**src/hw/rtl/fdmd_pkg.sv**
```systemverilog
// Shared constants, codes and types of the frame difference motion detector.
`default_nettype none

package fdmd_pkg;

    localparam int WINDOW_SIZE_DEF = 240;
    localparam int QUEUE_DEPTH     = 4;

    localparam int LUMA_W     = 8;
    localparam int POS_W      = 11;
    localparam int THR_W      = 16;
    localparam int COUNT_W    = 16;
    localparam int SKIP_W     = 8;
    localparam int KIND_W     = 2;
    localparam int CFG_IDX_W  = 3;
    localparam int CFG_DATA_W = 16;

    // Frame kinds reported with each result
    localparam logic [KIND_W-1:0] KIND_LOAD    = 2'd0;
    localparam logic [KIND_W-1:0] KIND_SKIP    = 2'd1;
    localparam logic [KIND_W-1:0] KIND_COMPARE = 2'd2;

    // Configuration register indexes
    localparam logic [CFG_IDX_W-1:0] CFG_ROW_ORIGIN = 3'd0;
    localparam logic [CFG_IDX_W-1:0] CFG_COL_ORIGIN = 3'd1;
    localparam logic [CFG_IDX_W-1:0] CFG_DIFF_THR   = 3'd2;
    localparam logic [CFG_IDX_W-1:0] CFG_HIGH_THR   = 3'd3;
    localparam logic [CFG_IDX_W-1:0] CFG_LOW_THR    = 3'd4;
    localparam logic [CFG_IDX_W-1:0] CFG_SKIP       = 3'd5;

    // Configuration reset values
    localparam logic [POS_W-1:0]  RST_ROW_ORIGIN = 11'd120;
    localparam logic [POS_W-1:0]  RST_COL_ORIGIN = 11'd200;
    localparam logic [THR_W-1:0]  RST_DIFF_THR   = 16'd25;
    localparam logic [THR_W-1:0]  RST_HIGH_THR   = 16'd12000;
    localparam logic [THR_W-1:0]  RST_LOW_THR    = 16'd300;
    localparam logic [SKIP_W-1:0] RST_SKIP       = 8'd3;

    typedef struct packed {
        logic [POS_W-1:0]  row_origin;
        logic [POS_W-1:0]  col_origin;
        logic [THR_W-1:0]  diff_thr;
        logic [THR_W-1:0]  high_thr;
        logic [THR_W-1:0]  low_thr;
        logic [SKIP_W-1:0] skip_frames;
    } cfg_t;

endpackage

`default_nettype wire

```
**src/hw/rtl/fdmd_queue.sv**
```systemverilog
// Short FIFO between the front end and the back end.
`default_nettype none

module fdmd_queue #(
    parameter int DATA_W = 8,
    parameter int DEPTH  = fdmd_pkg::QUEUE_DEPTH,
    localparam int PTR_W = $clog2(DEPTH),
    localparam int CNT_W = $clog2(DEPTH + 1)
) (
    input  wire logic              clk,
    input  wire logic              rst_n,
    input  wire logic              push,
    input  wire logic [DATA_W-1:0] wr_data,
    output logic                   full,
    input  wire logic              pop,
    output logic                   not_empty,
    output logic [DATA_W-1:0]      rd_data
);

    logic [DATA_W-1:0] entry_reg [DEPTH];
    logic [PTR_W-1:0]  wr_ptr_reg;
    logic [PTR_W-1:0]  rd_ptr_reg;
    logic [CNT_W-1:0]  count_reg;
    logic [PTR_W-1:0]  wr_ptr_next;
    logic [PTR_W-1:0]  rd_ptr_next;

    assign full      = (count_reg == CNT_W'(DEPTH));
    assign not_empty = (count_reg != '0);
    assign rd_data   = entry_reg[rd_ptr_reg];

    assign wr_ptr_next = (wr_ptr_reg == PTR_W'(DEPTH - 1)) ? '0 : wr_ptr_reg + PTR_W'(1);
    assign rd_ptr_next = (rd_ptr_reg == PTR_W'(DEPTH - 1)) ? '0 : rd_ptr_reg + PTR_W'(1);

    always_ff @(posedge clk or negedge rst_n)
    begin
        if (!rst_n)
        begin
            wr_ptr_reg <= '0;
            rd_ptr_reg <= '0;
            count_reg  <= '0;
        end
        else
        begin
            if (push)
            begin
                wr_ptr_reg <= wr_ptr_next;
            end
            if (pop)
            begin
                rd_ptr_reg <= rd_ptr_next;
            end
            if (push && !pop)
            begin
                count_reg <= count_reg + CNT_W'(1);
            end
            else if (pop && !push)
            begin
                count_reg <= count_reg - CNT_W'(1);
            end
        end
    end

    always_ff @(posedge clk)
    begin
        if (push)
        begin
            entry_reg[wr_ptr_reg] <= wr_data;
        end
    end

endmodule

`default_nettype wire

```
**config.mk**
```make
export PLATFORM = sky130hd
export DESIGN_NAME = fdmd_queue
export DESIGN_NICKNAME = d
export VERILOG_FILES = /design/src/hw/rtl/fdmd_pkg.sv /design/src/hw/rtl/fdmd_queue.sv
export SDC_FILE = /design/constraint.sdc
export NUM_CORES = 1
export LEC_CHECK = 0
export BUFFER_PORTS_ARGS = -buffer_cell sky130_fd_sc_hd__buf_2
export CAP_MARGIN = 40
export CORE_MARGIN = 5
export CORE_UTILIZATION = 63
export CTS_BUF_LIST = sky130_fd_sc_hd__clkbuf_8
export DETAILED_ROUTE_END_ITERATION = 6
export PLACE_DENSITY = 0.92
export SETUP_SLACK_MARGIN = 0.2
export SLEW_MARGIN = 30
export SYNTH_ARGS = -nofsm -noshare
export SYNTH_HDL_FRONTEND = slang
export SYNTH_SLANG_ARGS = --single-unit
```
**constraint.sdc**
```tcl
create_clock -name clk -period 2.1 [get_ports clk]
set_input_delay 0.21 -clock clk [delete_from_list [all_inputs] [get_ports clk]]
set_output_delay 0.21 -clock clk [all_outputs]
set_load 0.01 [all_outputs]
```
==> summary.md <==
| Metric | Value |
|---|---|
| Vias per cell | 5.55 |
| Register area share after synthesis | 72.3% |
| Total CTS buffers | 5 |
| Mapped Area | 1570 µm² |
| Clk_skew | 3.04 ps |
| Warnings from Yosys | 0 |
| LEAKAGE | 0.000689 µW |
| Antenna violations before repair | 0 |
| Max VDD drop | 1.05 mV |
| Clock Tree Buf Depth | 2 |
| Number of diodes | 0 |
| Clock Power Share | 22.9% |
| Cell Chain, Critical Path | mux4_2 -> buf_2 |
| DRC | 0 |
| RSZ-0062 raised after global routing | no |
| Worst-Margin Slew | 450 ps |
| Syn Nets | 98 |
| Critical path class | reg2out |
| I/O pin cnt | 22 |
| Number of DRC markers in iteration 0 | 18 |
| Root Driver | clkbuf_8 |
| Nets | 125 |
| Full die area | 3590 µm² |
| Largest net degree at the start of global routing | 12 |
| R2r endpoint | entry_reg[2][4]$_DFFE_PP_ |
| Max Fclk | 0.567 GHz |
| Hold slack | 133 ps |
| Status | finished, final reports clean |
| CTS H-Tree Depth | 2 |
| Max Cap Viol | 0 |
| Clock sink total | 39 |
| Initial Utilization | 64.6% |
| DRT Pass-1 Iters | 4 |
| Crit Path Max Fanout | 11 |
| Final Critical Period | 1760 ps |
| Worst-path clk slew | 70 ps |
| Die width | 59.9 µm |
| Fill count | 147 |
| # rows | 18 |
| Power Internal | 1660 µW |
| Top cells by area, synth | edfxtp_1, mux4_2, dfrtp_1 |
| Die height | 59.9 µm |
| R2r setup slk | 680 ps |
| #FFs+latches synth | 39 |
| Sequential fraction of design power | 50.2% |
| Final Hold Fails | 0 |
| Worst setup SP type | flop |
| Switching Fraction | 29.3% |
| Post-DP HPWL | 1680 µm |
| HP Start | wr_data[5] |
| Async S/R FF share, synth | 17.9% |
| Syn Area/Cell | 19.9 µm² |
| Vias in the first global route | 836 |
| # placed instances | 128 |
| CP max stage cell | dfrtp_2 |
| Core box area | 2430 µm² |
| Switching Power | 689 µW |
| Port bufs | 21 |
| Final std cells w/o fill | 137 |
| Largest stage delay, worst path | 560 ps |
| Most frequent cell after synthesis | edfxtp_1 |
| Post-route setup TNS | 0 ps |
| Total gr overflow | 0 |
| Final RePlAce weighted congestion | 0.647 |
| Final setup viols | 0 |
| Worst Hold Path EP | entry_reg[2][5]$_DFFE_PP_ |
| Share of layout cells above drive strength 1 | 37.4% |
| First-pass GRT wire length | 4040 µm |
| Area growth from synthesis to layout | 15.1% |
| Combinational Power Share | 26.9% |
| R2r worst-path depth | 3 |
| Hold WC Path Type | in2reg |
| R2R Path Start | wr_ptr_reg[0]$_DFFE_PN0P_ |
| Crit path DAT | 1550 ps |
| Count of flip-flops with a built-in enable after synthesis | 32 |
| Final WL | 2450 µm |
| Top_reg_cell synth | edfxtp_1 |
| GRT Total Usage | 16.8% |
| Hold depth | 1 |
| CTS tree | built |
| Wirelength per Cell | 17.9 µm |
| P per Cell Area | 1300 nW/µm² |
| Routed Antenna Nets | 0 |
| Fin crit share | 84.0% |
| Slew HR | 70.0% |
| Final Max Tran Viols | 0 |
| CP required | 1890 ps |
| Vias | 760 |
| Yosys top cell area share | 61.1% |
| CP endpoint kind | output pin |
| Synth top cells by count | edfxtp_1, mux4_2, dfrtp_1 |
| Max reg flops | 32 |
| Area leader, netlist | edfxtp_1 |
| Count of cell types in the netlist | 18 |
| Synthesized instance count | 79 |
| Clk_lat worst skew | 290 ps |
[worst max path at each step]
stage	from	to	slack [ps]	cells past startpoint
floorplan	count_reg[0]$_DFFE_PN0P_	count_reg[2]$_DFFE_PN0P_	810	4
global placement	rd_ptr_reg[0]$_DFFE_PN0P_	rd_data[0]	450	2
detailed placement	rd_ptr_reg[0]$_DFFE_PN0P_	rd_data[3]	440	2
CTS	rd_ptr_reg[0]$_DFFE_PN0P_	rd_data[3]	300	2
global route	rd_ptr_reg[0]$_DFFE_PN0P_	rd_data[6]	240	2
finish	rd_ptr_reg[0]$_DFFE_PN0P_	rd_data[3]	340	2
[worst max-delay path, delay by kind of cell (launching register included)]
family | cells | cell delay, ps
flops | 1 | 560
buf+inv | 1 | 150
mux | 1 | 550
[what timing repair did]
action / 4_1_cts / 5_1_grt
hold endpoints to repair: 7 / 0
resized for setup: 1 / 0
buffers inserted: 0 / 0
setup endpoints to repair: 8 / 0
hold buffers: 1 / 0
[kinds of logic after synthesis]
logic type      synth area share, %
mux                            13.6
buf+inv                        2.23
simple gates                   3.50
compound gates                0.637
fa+ha+maj                      6.05
xor+xnor                       1.67
flops                          72.3
[area by class of cell]
type	count	area, µm²	area share [%]
Tap cell	30	37.5	2.07
Sequential cell	39	1140	62.9
Inverter	5	18.8	1.04
Multi-Input combinational cell	33	400	22.1
Timing Repair Buffer	22	115	6.36
Clock inverter	1	3.75	0.207
Clock buffer	7	96.3	5.33
[per-layer routing]
metal	share of wire (%)	global-route usage, %
met4	2.0	6.65
met2	52	27.0
met1	39	19.7
met5	0	0
met3	6.9	7.56
[power by group through the flow]
stage / clock (µW) / sequential [µW] / combinational (µW)
2_1_floorplan: 0 / 1090 / 531
3_3_place_gp: 0 / 1180 / 606
3_5_place_dp: 0 / 1200 / 639
4_1_cts: 552 / 1190 / 645
5_1_grt: 595 / 1210 / 695
6_report: 539 / 1180 / 634
[stage by stage]
stage / setup WS (ps) / utilization, % / cell area [µm²] / total power, µW
2_1_floorplan: 809 / - / 1570 / 1620
3_3_place_gp: 453 / 69.8 / 1700 / 1790
3_5_place_dp: 435 / 69.8 / 1700 / 1840
4_1_cts: 301 / 74.4 / 1810 / 2380
5_1_grt: 243 / 74.4 / 1810 / 2500
6_report: 335 / 74.4 / 1810 / 2350
[cells in the final DEF, fill, tap and decap left out]
master,Yosys,layout
and2_1,4,4
mux4_2,8,8
buf_2,1,21
dfrtp_1,7,6
nor3b_1,1,1
dlygate4sd3_1,0,1
nor2_1,2,2
xnor2_1,1,1
edfxtp_1,32,32
or3_1,1,1
ha_1,6,6
nand2_1,1,1
dfrtp_2,0,1
fa_1,1,1
inv_1,5,6
mux2_2,3,3
clkbuf_8,0,7
xor2_1,2,2
nand3_1,1,1
o21ai_0,2,2
No activity file was read; power rests on OpenSTA's default activity.
