===== config.mk =====
export PLATFORM = sky130hd
export DESIGN_NAME = fdmd_front
export DESIGN_NICKNAME = d
export VERILOG_FILES = /design/src/hw/rtl/fdmd_pkg.sv /design/src/hw/rtl/fdmd_front.sv
export SDC_FILE = /design/constraint.sdc
export NUM_CORES = 1
export LEC_CHECK = 0
export BUFFER_PORTS_ARGS = -buffer_cell sky130_fd_sc_hd__buf_4
export CORE_MARGIN = 5
export CORE_UTILIZATION = 52
export CTS_CLUSTER_DIAMETER = 50
export CTS_CLUSTER_SIZE = 20
export DETAILED_ROUTE_END_ITERATION = 8
export PLACE_DENSITY = 0.88
export SETUP_SLACK_MARGIN = 0.4
export SLEW_MARGIN = 20
export SYNTH_ARGS = -nofsm -noshare
export SYNTH_HDL_FRONTEND = slang
export SYNTH_SLANG_ARGS = --single-unit

===== constraint.sdc =====
create_clock -name clk -period 5.9 [get_ports clk]
set_clock_uncertainty 0.05 [all_clocks]
set_input_delay 0.59 -clock clk [delete_from_list [all_inputs] [get_ports clk]]
set_output_delay 0.59 -clock clk [all_outputs]
set_load 0.05 [all_outputs]

===== src/hw/rtl/fdmd_pkg.sv =====
// Shared constants, codes and types of the frame difference motion detector.
`default_nettype none

package fdmd_pkg;

    localparam int WINDOW_SIZE_DEF = 240;
    localparam int QUEUE_DEPTH     = 4;

    localparam int LUMA_W     = 8;
    localparam int POS_W      = 11;
    localparam int THR_W      = 16;
    localparam int COUNT_W    = 16;
    localparam int SKIP_W     = 8;
    localparam int KIND_W     = 2;
    localparam int CFG_IDX_W  = 3;
    localparam int CFG_DATA_W = 16;

    // Frame kinds reported with each result
    localparam logic [KIND_W-1:0] KIND_LOAD    = 2'd0;
    localparam logic [KIND_W-1:0] KIND_SKIP    = 2'd1;
    localparam logic [KIND_W-1:0] KIND_COMPARE = 2'd2;

    // Configuration register indexes
    localparam logic [CFG_IDX_W-1:0] CFG_ROW_ORIGIN = 3'd0;
    localparam logic [CFG_IDX_W-1:0] CFG_COL_ORIGIN = 3'd1;
    localparam logic [CFG_IDX_W-1:0] CFG_DIFF_THR   = 3'd2;
    localparam logic [CFG_IDX_W-1:0] CFG_HIGH_THR   = 3'd3;
    localparam logic [CFG_IDX_W-1:0] CFG_LOW_THR    = 3'd4;
    localparam logic [CFG_IDX_W-1:0] CFG_SKIP       = 3'd5;

    // Configuration reset values
    localparam logic [POS_W-1:0]  RST_ROW_ORIGIN = 11'd120;
    localparam logic [POS_W-1:0]  RST_COL_ORIGIN = 11'd200;
    localparam logic [THR_W-1:0]  RST_DIFF_THR   = 16'd25;
    localparam logic [THR_W-1:0]  RST_HIGH_THR   = 16'd12000;
    localparam logic [THR_W-1:0]  RST_LOW_THR    = 16'd300;
    localparam logic [SKIP_W-1:0] RST_SKIP       = 8'd3;

    typedef struct packed {
        logic [POS_W-1:0]  row_origin;
        logic [POS_W-1:0]  col_origin;
        logic [THR_W-1:0]  diff_thr;
        logic [THR_W-1:0]  high_thr;
        logic [THR_W-1:0]  low_thr;
        logic [SKIP_W-1:0] skip_frames;
    } cfg_t;

endpackage

`default_nettype wire


===== src/hw/rtl/fdmd_front.sv =====
// Front end: takes pixel requests, crops the window and forms the reference address.
`default_nettype none

module fdmd_front #(
    parameter int WINDOW_SIZE = fdmd_pkg::WINDOW_SIZE_DEF,
    localparam int ROW_W  = $clog2(WINDOW_SIZE),
    localparam int ADDR_W = $clog2(WINDOW_SIZE * WINDOW_SIZE)
) (
    input  wire logic                         clk,
    input  wire logic                         rst_n,
    input  wire fdmd_pkg::cfg_t               cfg,
    input  wire logic                         in_valid,
    output logic                              in_stall,
    input  wire logic [fdmd_pkg::LUMA_W-1:0]  luma,
    input  wire logic [fdmd_pkg::POS_W-1:0]   row,
    input  wire logic [fdmd_pkg::POS_W-1:0]   col,
    input  wire logic                         frame_last,
    input  wire logic                         q_full,
    output logic                              q_push,
    output logic [fdmd_pkg::LUMA_W-1:0]       q_luma,
    output logic                              q_in_win,
    output logic                              q_last,
    output logic [ADDR_W-1:0]                 q_addr
);

    logic                        f_valid_reg;
    logic [fdmd_pkg::LUMA_W-1:0] f_luma_reg;
    logic [ROW_W-1:0]            f_r_reg;
    logic [ROW_W-1:0]            f_c_reg;
    logic                        f_in_win_reg;
    logic                        f_last_reg;

    logic                        accept;
    logic [fdmd_pkg::POS_W:0]    row_off;
    logic [fdmd_pkg::POS_W:0]    col_off;
    logic                        row_in;
    logic                        col_in;

    assign in_stall = f_valid_reg && q_full;
    assign q_push   = f_valid_reg && !q_full;
    assign accept   = in_valid && !in_stall;

    // Offset from the window origin; the top bit is the borrow
    assign row_off = {1'b0, row} - {1'b0, cfg.row_origin};
    assign col_off = {1'b0, col} - {1'b0, cfg.col_origin};
    assign row_in  = !row_off[fdmd_pkg::POS_W] &&
                     (row_off[fdmd_pkg::POS_W-1:0] < fdmd_pkg::POS_W'(WINDOW_SIZE));
    assign col_in  = !col_off[fdmd_pkg::POS_W] &&
                     (col_off[fdmd_pkg::POS_W-1:0] < fdmd_pkg::POS_W'(WINDOW_SIZE));

    always_ff @(posedge clk or negedge rst_n)
    begin
        if (!rst_n)
        begin
            f_valid_reg <= 1'b0;
        end
        else if (accept)
        begin
            f_valid_reg <= 1'b1;
        end
        else if (q_push)
        begin
            f_valid_reg <= 1'b0;
        end
    end

    always_ff @(posedge clk)
    begin
        if (accept)
        begin
            f_luma_reg   <= luma;
            f_r_reg      <= row_off[ROW_W-1:0];
            f_c_reg      <= col_off[ROW_W-1:0];
            f_in_win_reg <= row_in && col_in;
            f_last_reg   <= frame_last;
        end
    end

    assign q_luma   = f_luma_reg;
    assign q_in_win = f_in_win_reg;
    assign q_last   = f_last_reg;
    assign q_addr   = ADDR_W'(f_r_reg) * ADDR_W'(WINDOW_SIZE) + ADDR_W'(f_c_reg);

endmodule

`default_nettype wire


==> parameters.txt <==
Parameter                              Value

Clock network
  Number of sinks driven by the clock tree    27
  Clock tree from TritonCTS    built
  Reg clk slew, reported paths    0.10 ns
  Number of buffers on the longest clock path    2
  Worst-Skew Late Latency    between 0.2 and 0.3 ns
  Number of clock buffers inserted by TritonCTS    3
  Root Driver    clkbuf_8
  CTS H-tree depth    1

Setup path
  Crit start category    flip-flop
  Reg-to-reg critical path startpoint    f_valid_reg
  Delay-heaviest family, CP    adder cells
  Critical Path, Cell by Cell    fa_1, fa_1, inv_1, fa_1, inv_1, ha_1, o21ai_0, nor2_1, o21a_1, nand3_1, nor3b_2, nand3_1, xnor2_1, buf_4
  Data arrival time at the worst-slack endpoint    3.97 ns
  Required time of the critical path    5.26 ns
  Crit-path most repeated cell    fa_1
  Peak fanout along the critical path    3
  Worst setup path startpoint    f_r_reg[0]
  Endpoint kind of the worst setup timing path    output pin
  Crit path buffers/inverters    3
  Cell with the biggest individual delay on the critical path    fa_1
  Slowest cell delay on critical path    0.54 ns
  Worst Path Class, Setup    flip-flop to output pin

Pwr
  Seq pwr share    15.6%
  Leak pwr    1.88 nW
  Portion of total power attributed to combinational logic    between 70 and 80%
  Power density cells    406 nW/um^2
  Pint    710 uW
  Net switching power figure    839 uW
  Maximum VDD drop    0.741 mV
  Total power    approximately 1.5 mW
  Clock network power share    6.9%
  Switching power share of the total    54.2%

Cells and area
  Antenna cells    0
  Layout fillers    476
  Area delta synth->final    24.7%
  Most common cell after layout, fill and taps aside    buf_4
  Number of nets at the end of the flow    566
  Most used cells in the layout excluding fill and tap cells    buf_4, inv_1, ha_1, edfxtp_1, nor2_1
  Fraction of final layout cells with drive strength greater than 1    roughly a quarter

Yosys
  Average footprint of a synthesized cell    9.82 um^2
  Ys async rst share    3.70%
  Mapped Area    3060 um^2
  Count of unique library cells instantiated by Yosys    just under 60
  Post-synthesis net count    481
  Flip-flop and latch count after synthesis    27
  Sequential cell area fraction in the yosys report    a little over a quarter
  Primary flip-flop cell chosen by synthesis mapping    edfxtp_1
  Instance count of the mapped netlist    311
  Total of warnings raised by yosys    0
  Post-synth EDFFs    26

Floorplan
  Floorplan die height    86.7 um
  Ports placed on the boundary    141
  Die area    roughly 7500 um^2
  Rows    28
  Initial standard-cell utilization of the core    52.5%
  Core area    between 5000 and 6000 um^2
  Die width    86.7 um

STA
  Worst slew margin relative to its limit    53.1%
  Worst Max-Slew Pin Slew    about 0.70 ns
  Period Utilization, post-route    roughly four fifths
  Count of final max-slew check failures    0
  Maximum clock frequency    roughly 220 MHz
  Smallest hold slack    0.432 ns
  Tmin final    4.61 ns
  Unrepaired setup endpoints after global routing    no
  Count of endpoints failing setup in the final report    0
  Summed negative setup slack over all endpoints    0 ns
  Number of hold violations in the final report    0
  Post-route worst setup slack    1.29 ns

Routing
  Initial DRC Count    78
  Number of nets with antenna violations after detailed routing    0
  Wire length per cell after detailed routing    13.9 um
  Via count    2465
  First drt pass iteration count    4
  # DRC    0
  Vias per std cell    5.24
  Total detailed-routing wirelength    6520 um

Place
  Hpwl dp    5720 um
  Post-placement setup slack    1.59 ns
  Input/output buffers    84
  Final weighted congestion in routability-driven placement    0.799

Hold path
  Class of the tightest hold or removal check    primary input to flip-flop
  Hold path start    luma[6]

Global route
  Wire length of the first global-routing pass    10800 um
  Number of antenna violations at the first check in global routing    0
  Number of global-route vias before repair    roughly 2500
  Pin count of the biggest net entering global routing    27
  Total track usage    between 15 and 20%
  Global-route congestion overflow total    0

Job
  Maximum capacitance violations    0

Run status
  Status    finished, final reports clean
==> cells by family (layout without fill, tap and decap cells) <==
logic type | after synthesis | in the layout | synth area share [%]
compound gates | 71 | 71 | 16.7
fa+ha+maj | 57 | 57 | 27.3
buf+inv | 63 | 147 | 8.27
mux | 3 | 3 | 1.02
xor+xnor | 25 | 25 | 7.17
simple gates | 65 | 65 | 13.1
flops | 27 | 27 | 26.4
==> cells in the mapped netlist, types with 2 or more instances <==
library cell  count  share of area (%)
xnor2_1          13                3.7
nor2b_1           5                1.0
a21oi_1          14                2.3
buf_4             4               0.98
o31ai_2           2               0.82
o21ai_0          11                1.8
nand3_1           7                1.1
nand2_1           5               0.61
ha_1             41                 17
mux2i_1           2               0.66
edfxtp_1         26                 26
o21a_1           11                2.7
nor2b_4           2               0.90
a31oi_1           3               0.61
inv_1            58                7.1
o31ai_1           2               0.49
nor3_1            3               0.49
xor2_1           12                3.4
and2_1            2               0.41
nand3b_1          3               0.74
nor2_2            2               0.41
a21o_1            7                1.7
nor3b_2           2               0.82
nor2_1           18                2.2
fa_1             16                 10
a211oi_1          2               0.49
o2111ai_1         4                1.1
and2b_1           2               0.49
nand2b_1          3               0.61
==> through the flow <==
stage | cell area [um^2] | cells | util (%)
finish | 3810 | 470 | 65.5
global route | 3810 | 470 | 65.5
CTS | 3800 | 469 | 65.4
detailed placement | 3750 | 465 | 64.5
global placement | 3750 | 465 | 64.4
floorplan | 3060 | 311 | -
==> power groups by stage <==
stage | clock (mW) | sequential, mW | combinational, mW
2_1_floorplan | 0 | 0.257 | 0.898
3_3_place_gp | 0 | 0.245 | 1.16
3_5_place_dp | 0 | 0.246 | 1.20
4_1_cts | 0.108 | 0.242 | 1.21
5_1_grt | 0.115 | 0.243 | 1.30
6_report | 0.107 | 0.241 | 1.20
==> worst reg2reg max path, cell delays in order, from the launching register on <==
cell     delay (ns)
dfrtp_1        0.40
and2_1         0.19
nor2b_4        0.58
==> routing by layer <==
metal | routed length, um | share of wire, % | global-route usage, %
met5 | 0 | 0 | 0
met4 | 65 | 1.0 | 3.82
met3 | 245 | 3.8 | 1.81
met2 | 3630 | 56 | 34.4
met1 | 2570 | 39 | 20.3
==> cell type report <==
cell class	count	area, um^2	share of cell area [%]
clock buffer	3	41.3	1.08
clock inverter	1	7.51	0.197
sequential	27	806	21.1
inverter	58	218	5.71
timing repair buffer	85	641	16.8
tap	75	93.8	2.46
multi-input combinational	221	2000	52.6
==> timing repair <==
action | 4_1_cts | 5_1_grt
hold buffers | 0 | 1
buffers inserted | 0 | 0
resized for setup | 0 | 0
hold endpoints to repair | 0 | 1
==> worst paths after layout <==
path                            slack (ns)     endpoint  depth (start not counted)
worst min-delay path                  0.43    q_luma[6]                          1
worst min register to register        0.69  f_valid_reg                          2
max in group asynchronous             5.15  f_valid_reg                          2
min in group asynchronous             0.57  f_valid_reg                          2
worst max-delay path                  1.29   q_addr[15]                         14
worst max register to register        4.31   f_r_reg[6]                          2
No activity file was read; power rests on OpenSTA's default activity.
